File: src/sq_pkg.sv
// shared types and constants for the silhouette score engine
`timescale 1ns / 1ps
package sq_pkg;

  // input item function codes
  localparam logic [1:0] FUNC_DIST  = 2'd0;
  localparam logic [1:0] FUNC_LABEL = 2'd1;
  localparam logic [1:0] FUNC_SCORE = 2'd2;

  localparam int unsigned FRAC_BITS  = 14;
  localparam int unsigned SCORE_W    = 16;
  localparam int unsigned LABEL_W    = 5;
  localparam int unsigned IDX_W      = 6;
  localparam int unsigned DIN_W      = 16;
  localparam int unsigned NP_W       = 7;
  localparam logic [LABEL_W-1:0] LBL_UNASSIGNED = 5'd16;
  localparam logic signed [SCORE_W-1:0] ONE_Q = 16'sd16384;

  // controller states, one-hot
  typedef enum logic [14:0] {
    ST_IDLE   = 15'h0001,
    ST_SZ_RD  = 15'h0002,
    ST_SZ_UPD = 15'h0004,
    ST_PT_RD  = 15'h0008,
    ST_PT_CHK = 15'h0010,
    ST_Q_RD   = 15'h0020,
    ST_Q_ADD  = 15'h0040,
    ST_B_INIT = 15'h0080,
    ST_B_SRCH = 15'h0100,
    ST_PROD   = 15'h0200,
    ST_DSET   = 15'h0400,
    ST_DIV    = 15'h0800,
    ST_ACC    = 15'h1000,
    ST_FDIV   = 15'h2000,
    ST_FIN    = 15'h4000
  } state_e;

  // controller to datapath
  typedef struct packed {
    logic ld_dist;
    logic ld_lbl;
    logic start;
    logic lbl_use_q;
    logic sz_upd;
    logic p_step;
    logic pt_latch;
    logic add_one;
    logic q_clr;
    logic q_add;
    logic b_init;
    logic b_step;
    logic prod;
    logic dset;
    logic div_cap;
    logic acc;
    logic fdiv_start;
    logic out_load;
  } cmd_t;

  // datapath to controller
  typedef struct packed {
    logic p_last;
    logic q_last;
    logic m_last;
    logic assigned;
    logic single;
    logic zero_case;
    logic div_done;
    logic out_busy;
  } status_t;

endpackage

File: src/sq_ctrl.sv
// sequencer for loads and the compute pass
`timescale 1ns / 1ps
module sq_ctrl (
  input  logic            clk_i,
  input  logic            rst_ni,
  input  logic            in_valid_i,
  input  logic [1:0]      in_func_i,
  output logic            in_ready_o,
  input  sq_pkg::status_t status_i,
  output sq_pkg::cmd_t    cmd_o
);
  sq_pkg::state_e state_q, state_d;
  logic           xfer;

  assign in_ready_o = (state_q == sq_pkg::ST_IDLE);
  assign xfer       = in_valid_i && in_ready_o;

  // next state and commands
  always_comb begin
    state_d = state_q;
    cmd_o   = '0;
    case (state_q)
      sq_pkg::ST_IDLE: begin
        if (xfer) begin
          if (in_func_i == sq_pkg::FUNC_DIST) begin
            cmd_o.ld_dist = 1'b1;
          end else if (in_func_i == sq_pkg::FUNC_LABEL) begin
            cmd_o.ld_lbl = 1'b1;
          end else if (in_func_i == sq_pkg::FUNC_SCORE) begin
            cmd_o.start = 1'b1;
            state_d     = sq_pkg::ST_SZ_RD;
          end
        end
      end
      sq_pkg::ST_SZ_RD: state_d = sq_pkg::ST_SZ_UPD;
      sq_pkg::ST_SZ_UPD: begin
        cmd_o.sz_upd = 1'b1;
        cmd_o.p_step = 1'b1;
        state_d = status_i.p_last ? sq_pkg::ST_PT_RD : sq_pkg::ST_SZ_RD;
      end
      sq_pkg::ST_PT_RD: state_d = sq_pkg::ST_PT_CHK;
      sq_pkg::ST_PT_CHK: begin
        cmd_o.pt_latch = 1'b1;
        if (!status_i.assigned) begin
          state_d = sq_pkg::ST_ACC;
        end else if (status_i.single) begin
          cmd_o.add_one = 1'b1;
          state_d = sq_pkg::ST_ACC;
        end else begin
          cmd_o.q_clr = 1'b1;
          state_d = sq_pkg::ST_Q_RD;
        end
      end
      sq_pkg::ST_Q_RD: begin
        cmd_o.lbl_use_q = 1'b1;
        state_d = sq_pkg::ST_Q_ADD;
      end
      sq_pkg::ST_Q_ADD: begin
        cmd_o.q_add = 1'b1;
        state_d = status_i.q_last ? sq_pkg::ST_B_INIT : sq_pkg::ST_Q_RD;
      end
      sq_pkg::ST_B_INIT: begin
        cmd_o.b_init = 1'b1;
        state_d = sq_pkg::ST_B_SRCH;
      end
      sq_pkg::ST_B_SRCH: begin
        cmd_o.b_step = 1'b1;
        if (status_i.m_last) begin
          state_d = sq_pkg::ST_PROD;
        end
      end
      sq_pkg::ST_PROD: begin
        cmd_o.prod = 1'b1;
        state_d = sq_pkg::ST_DSET;
      end
      sq_pkg::ST_DSET: begin
        cmd_o.dset = 1'b1;
        state_d = status_i.zero_case ? sq_pkg::ST_ACC : sq_pkg::ST_DIV;
      end
      sq_pkg::ST_DIV: begin
        cmd_o.div_cap = 1'b1;
        if (status_i.div_done) begin
          state_d = sq_pkg::ST_ACC;
        end
      end
      // add the point's score (zero when skipped) and advance
      sq_pkg::ST_ACC: begin
        cmd_o.acc    = 1'b1;
        cmd_o.p_step = 1'b1;
        if (status_i.p_last) begin
          cmd_o.fdiv_start = 1'b1;
          state_d = sq_pkg::ST_FDIV;
        end else begin
          state_d = sq_pkg::ST_PT_RD;
        end
      end
      sq_pkg::ST_FDIV: begin
        cmd_o.div_cap = 1'b1;
        if (status_i.div_done) begin
          state_d = sq_pkg::ST_FIN;
        end
      end
      sq_pkg::ST_FIN: begin
        if (!status_i.out_busy) begin
          cmd_o.out_load = 1'b1;
          state_d = sq_pkg::ST_IDLE;
        end
      end
      default: state_d = sq_pkg::ST_IDLE;
    endcase
  end

  // state register
  always_ff @(posedge clk_i or negedge rst_ni) begin
    if (!rst_ni) begin
      state_q <= sq_pkg::ST_IDLE;
    end else begin
      state_q <= state_d;
    end
  end
endmodule

File: config.mk
export PLATFORM = sky130hd
export DESIGN_NAME = sq_ctrl
export DESIGN_NICKNAME = d
export VERILOG_FILES = /design/src/sq_pkg.sv /design/src/sq_ctrl.sv
export SDC_FILE = /design/constraint.sdc
export NUM_CORES = 1
export LEC_CHECK = 0
export ABC_AREA = 1
export ABC_CLOCK_PERIOD_IN_PS = 1200
export BUFFER_PORTS_ARGS = -buffer_cell sky130_fd_sc_hd__buf_2
export CORE_UTILIZATION = 40
export DETAILED_ROUTE_END_ITERATION = 6
export PLACE_DENSITY = 0.7
export SYNTH_ARGS = -nofsm -noshare
export SYNTH_HDL_FRONTEND = slang
export SYNTH_SLANG_ARGS = --single-unit
File: constraint.sdc
create_clock -name clk_i -period 1.2 [get_ports clk_i]
set_input_delay 0.12 -clock clk_i [delete_from_list [all_inputs] [get_ports clk_i]]
set_output_delay 0.12 -clock clk_i [all_outputs]
set_load 0.01 [all_outputs]
Word-level counts from Yosys, hierarchy flattened

Cells that the tools add are included.

Register bits: 15
Input bits: 13

Muxes and demuxes: 39
Reduce and logical (&&, ||, !) cells: 5
Equal/unequal tests: 25

Operators with widths:

| kind                                                               | count |
|---|---|
| 15-bit case mux with 15 select lines                               | 1 |
| 15-bit two-way mux                                                 | 9 |
| 13-bit two-way mux                                                 | 2 |
| 1-bit two-way mux                                                  | 18 |
| 15-bit by 1-bit == test with 1-bit output (second input constant)  | 1 |
| 15-bit by 10-bit == test with 1-bit output (second input constant) | 1 |
| 15-bit by 11-bit == test with 1-bit output (second input constant) | 1 |
| 15-bit by 12-bit == test with 1-bit output (second input constant) | 1 |
| 15-bit by 13-bit == test with 1-bit output (second input constant) | 1 |
| 15-bit by 14-bit == test with 1-bit output (second input constant) | 1 |
| 15-bit == test (second input constant)                             | 1 |
| 15-bit by 2-bit == test with 1-bit output (second input constant)  | 1 |
| 15-bit by 3-bit == test with 1-bit output (second input constant)  | 1 |
| 15-bit by 4-bit == test with 1-bit output (second input constant)  | 1 |
| 15-bit by 5-bit == test with 1-bit output (second input constant)  | 1 |
| 15-bit by 6-bit == test with 1-bit output (second input constant)  | 1 |
| 15-bit by 7-bit == test with 1-bit output (second input constant)  | 1 |
| 15-bit by 8-bit == test with 1-bit output (second input constant)  | 1 |
| 15-bit by 9-bit == test with 1-bit output (second input constant)  | 1 |
| 14-bit two-way mux                                                 | 1 |
| 2-bit != test (second input constant)                              | 6 |
| 3-bit two-way mux                                                  | 3 |
| 8-bit two-way mux                                                  | 1 |
| 8-bit AND reduction                                                | 1 |
| 8 further kinds                                                    | 12 |

Longest topological paths before layout

Depth after elaboration: 6
Mapped depth: 11
Depth with buffers taken out: 11

Least setup slack after synthesis

OpenSTA, ideal clock, no wires.

Path type: register to output
Start: register state_q[13]
End: output cmd_o[16] (netlist name)
Data required time: 1.080 ns
Arrival: 1.289 ns
Cell stages (with the launch flop): 8
Slack: -0.209 ns
Cells stage by stage: dfrtp_1 nor2_2 nand2_2 nor2_4 nand3_1 inv_1 nand3b_1 nor2_1

RTL lines:

| element                | RTL line       | source |
|---|---|---|
| from (decl)            | sq_ctrl.sv:12  | `sq_pkg::state_e state_q, state_d;` |
| from (signal assigned) | sq_ctrl.sv:116 | `state_q <= sq_pkg::ST_IDLE;` |
| from (signal assigned) | sq_ctrl.sv:118 | `state_q <= state_d;` |
| to (decl)              | sq_ctrl.sv:10  | `output sq_pkg::cmd_t cmd_o` |

==> results.md <==
- Reg with most FFs: state_q
- Tot Pwr: 2250 µW
- Net Count, Synth: 172
- Violated checks: negative setup slack
- Initial antenna violation count: 0
- Final Critical Period: 1.75 ns
- Global-route wire length before repair: 4950 µm
- Clk_skew: 0.00689 ns
- Placed wire-length estimate: 2210 µm
- Initial Util: 0.429
- Top Registers: state_q x15
- Power per Cell Area: 1120 nW/µm²
- Width of the die: 54.0 µm
- Critical path fanouts, max: 7
- Max-slew violations: 0
- Yosys warns: 0
- Post-Syn Instances: 159
- CTS max path bufs: 2
- Max H-tree Level: 1
- RD Place Congestion: 0.955
- Yosys top cell area share: 0.324
- Worst Reg-to-Reg Cells: 10
- Syn Area/Cell: 6.80 µm²
- Worst Setup End Kind: output pin
- Total GRT Usage: 0.243
- Core Area: 2520 µm²
- Synth cell types: 25
- Max Cap Violations: 0
- Hold crit path type: primary input to register
- Die area: 2910 µm²
- Final wirelength: 3710 µm
- Status: complete, but fails checks
- Crit path launch type: register
- Reg area: 377 µm²
- Worst-Margin Slew: 0.375 ns
- Leakage dissipation: 0.00110 µW
- Worst path required time: 1.08 ns
- Util after Layout: 0.795
- Pin count of the biggest net entering global routing: 16
- CTS tree: built
- Clock-pin transition on the worst setup and hold timing paths: 0.10 ns
- Headroom to the max-slew limit: 0.750
- CTS Root Cell: clkbuf_4
- FMAX: 570 MHz
- Post-detailed-route count of antenna-violating nets: 0
- N_diodes: 0
- Total I/O pin count: 32
- Die Y: 54.0 µm
- Finish-stage setup viols: 33
- Detailed-route via count: 1354
- Area added between synthesis and finish: 85.5%
- Slowest cell delay on critical path: 0.41 ns
- Hold path cells: 2
- DR iter-0 viols: 27
- Peak VDD IR: 1.06 mV
- TritonCTS buffer count: 3
- CTS Sinks: 15
- Mapped cell area: 1080 µm²
- Placed cells: 243
- Drt first pass iters: 4
- Max FFs per register: 15
- Period utilization: 1.46
- Leading area contributor after synthesis: dfrtp_1
- Site Rows: 18
- Vias in the first global route: 1240
- I/O Buffers: 31
- CP Cell Sequence: nor2_2 > nand2_2 > clkinv_2 > nand2_2 > nor2_4 > nand2_4 > nor2_4 > buf_6
- Fin nets: 258
- Drt wl/cell: 13.6 µm
- Fin cells: 274
- Synthesized flop and latch total: 15
- Clk_lat worst skew: 0.30 ns
- Fillers: 148
- GRT Residual Overflow: 0
- Kind of critical path: register to output pin
- Arrival @ worst endpoint: 1.63 ns
- Worst path slowest cell: dfrtp_1
- Top cells by area, synth: dfrtp_1, inv_1, nor2_1
- Sequential fraction of the synthesis area: 0.348
- DR DRC count: 0
- Setup ws final: -0.555 ns
- Share of post-route cells with drive strength above 1: 0.619
- Worst hold slack: 0.0165 ns
- Area of the multi-input gates: 778 µm²
- Final-report hold violation count: 0
- Vias/cell: 4.94
- RSZ-0062 raised after global routing: yes
Yosys cell counts:
| cell type | instances |
|---|---|
| o21ai_0 | 2 |
| nand4_2 | 1 |
| nor2_2 | 6 |
| clkinv_2 | 1 |
| nand2_4 | 1 |
| nand3b_1 | 2 |
| inv_1 | 33 |
| nor2_8 | 1 |
| nand4_1 | 1 |
| nand3_1 | 11 |
| nor2_4 | 2 |
| o22ai_1 | 3 |
| nand2_1 | 26 |
| nand3_4 | 1 |
| o21ai_4 | 1 |
| nor3_1 | 5 |
| a21oi_1 | 3 |
| nand2_2 | 7 |
| inv_2 | 3 |
| o21ai_1 | 2 |
| nor2_1 | 29 |
| dfstp_2 | 1 |
| and2_4 | 1 |
| and2_1 | 2 |
| dfrtp_1 | 14 |
metal layers:
layer / share of wire / vias to the layer above / track usage
met5: 0 / - / 0
met4: 0.025 / 0 / 0.154
met3: 0.043 / 13 / 0.0367
met2: 0.55 / 41 / 0.455
met1: 0.39 / 641 / 0.247
li1: - / 659 / -
what timing repair did:
item	4_1_cts	5_1_grt
buffers inserted	12	17
hold endpoints to repair	14	0
gates resized for setup	28	37
pin swaps	13	21
endpoints found under the setup margin	34	34
gates cloned	1	0
hold buffers	1	0
power breakdown:
part           leakage (µW)  total (µW)  internal (µW)  switching (µW)
sequential         0.000205         620            567            53.7
combinational      0.000883        1310            578             736
clock             0.0000150         320            130             190
total               0.00110        2250           1270             979
critical path, delay by kind of cell (launching register included):
| kind | cells | cell delay (ns) |
|---|---|---|
| simple gates | 6 | 0.72 |
| flops | 1 | 0.41 |
| buf+inv | 2 | 0.19 |
logic make-up (layout without fill, tap and decap cells):
| kind of cell | Yosys count | after routing | share of synthesized area |
|---|---|---|---|
| buffers and inverters | 37 | 121 | 0.130 |
| and+or+nand+nor | 96 | 97 | 0.457 |
| DFF | 15 | 15 | 0.348 |
| AOI/OAI and AO/OA | 11 | 11 | 0.0648 |
placed cells by master, fill, tap and decap left out, types with 2 or more instances in the layout:
cell type / netlist / final
buf_4: 0 / 38
inv_1: 33 / 26
buf_6: 0 / 23
nand2_1: 26 / 20
buf_2: 0 / 18
dfrtp_1: 14 / 14
nor2_4: 2 / 13
nor2_2: 6 / 13
nor2_1: 29 / 12
inv_2: 3 / 9
nand2_2: 7 / 8
nand2_4: 1 / 6
nand3_2: 0 / 5
nand3_1: 11 / 5
nor3_1: 5 / 3
o22ai_1: 3 / 3
clkbuf_4: 0 / 3
and2_4: 1 / 2
nor3_2: 0 / 2
nand3_4: 1 / 2
nand3b_1: 2 / 2
o21ai_1: 2 / 2
a21oi_2: 0 / 2
final cells by class:
class                           instances  share of cell area
Multi-Input combinational cell        108               0.388
Timing Repair Buffer                   80               0.321
Sequential cell                        15               0.188
Inverter                               37              0.0711
Tap cell                               30              0.0187
Clock buffer                            4              0.0131
path summary, 6_finish.rpt:
kind | from | endpoint | slack, ns
min in group asynchronous | rst_ni | state_q[10]$_DFFE_PN0P_ | 0.25
max | state_q[11]$_DFFE_PN0P_ | cmd_o[9] | -0.55
max in group asynchronous | rst_ni | state_q[0]$_DFFE_PN1P_ | 0.63
min reg2reg | state_q[13]$_DFFE_PN0P_ | state_q[13]$_DFFE_PN0P_ | 0.66
min | status_i[2] | state_q[11]$_DFFE_PN0P_ | 0.02
max reg2reg | state_q[0]$_DFFE_PN1P_ | state_q[1]$_DFFE_PN0P_ | -0.50
per-stage QoR:
stage	cell area (µm²)	setup TNS (ns)	setup slack (ns)
final	2010	-13.92	-0.555
after global routing	2010	-16.38	-0.655
after CTS	1760	-12.31	-0.546
after detailed placement	1510	-5.71	-0.304
after global placement	1510	-4.89	-0.278
after floorplan	1140	-1.42	-0.166
No activity file was read; power rests on OpenSTA's default activity.
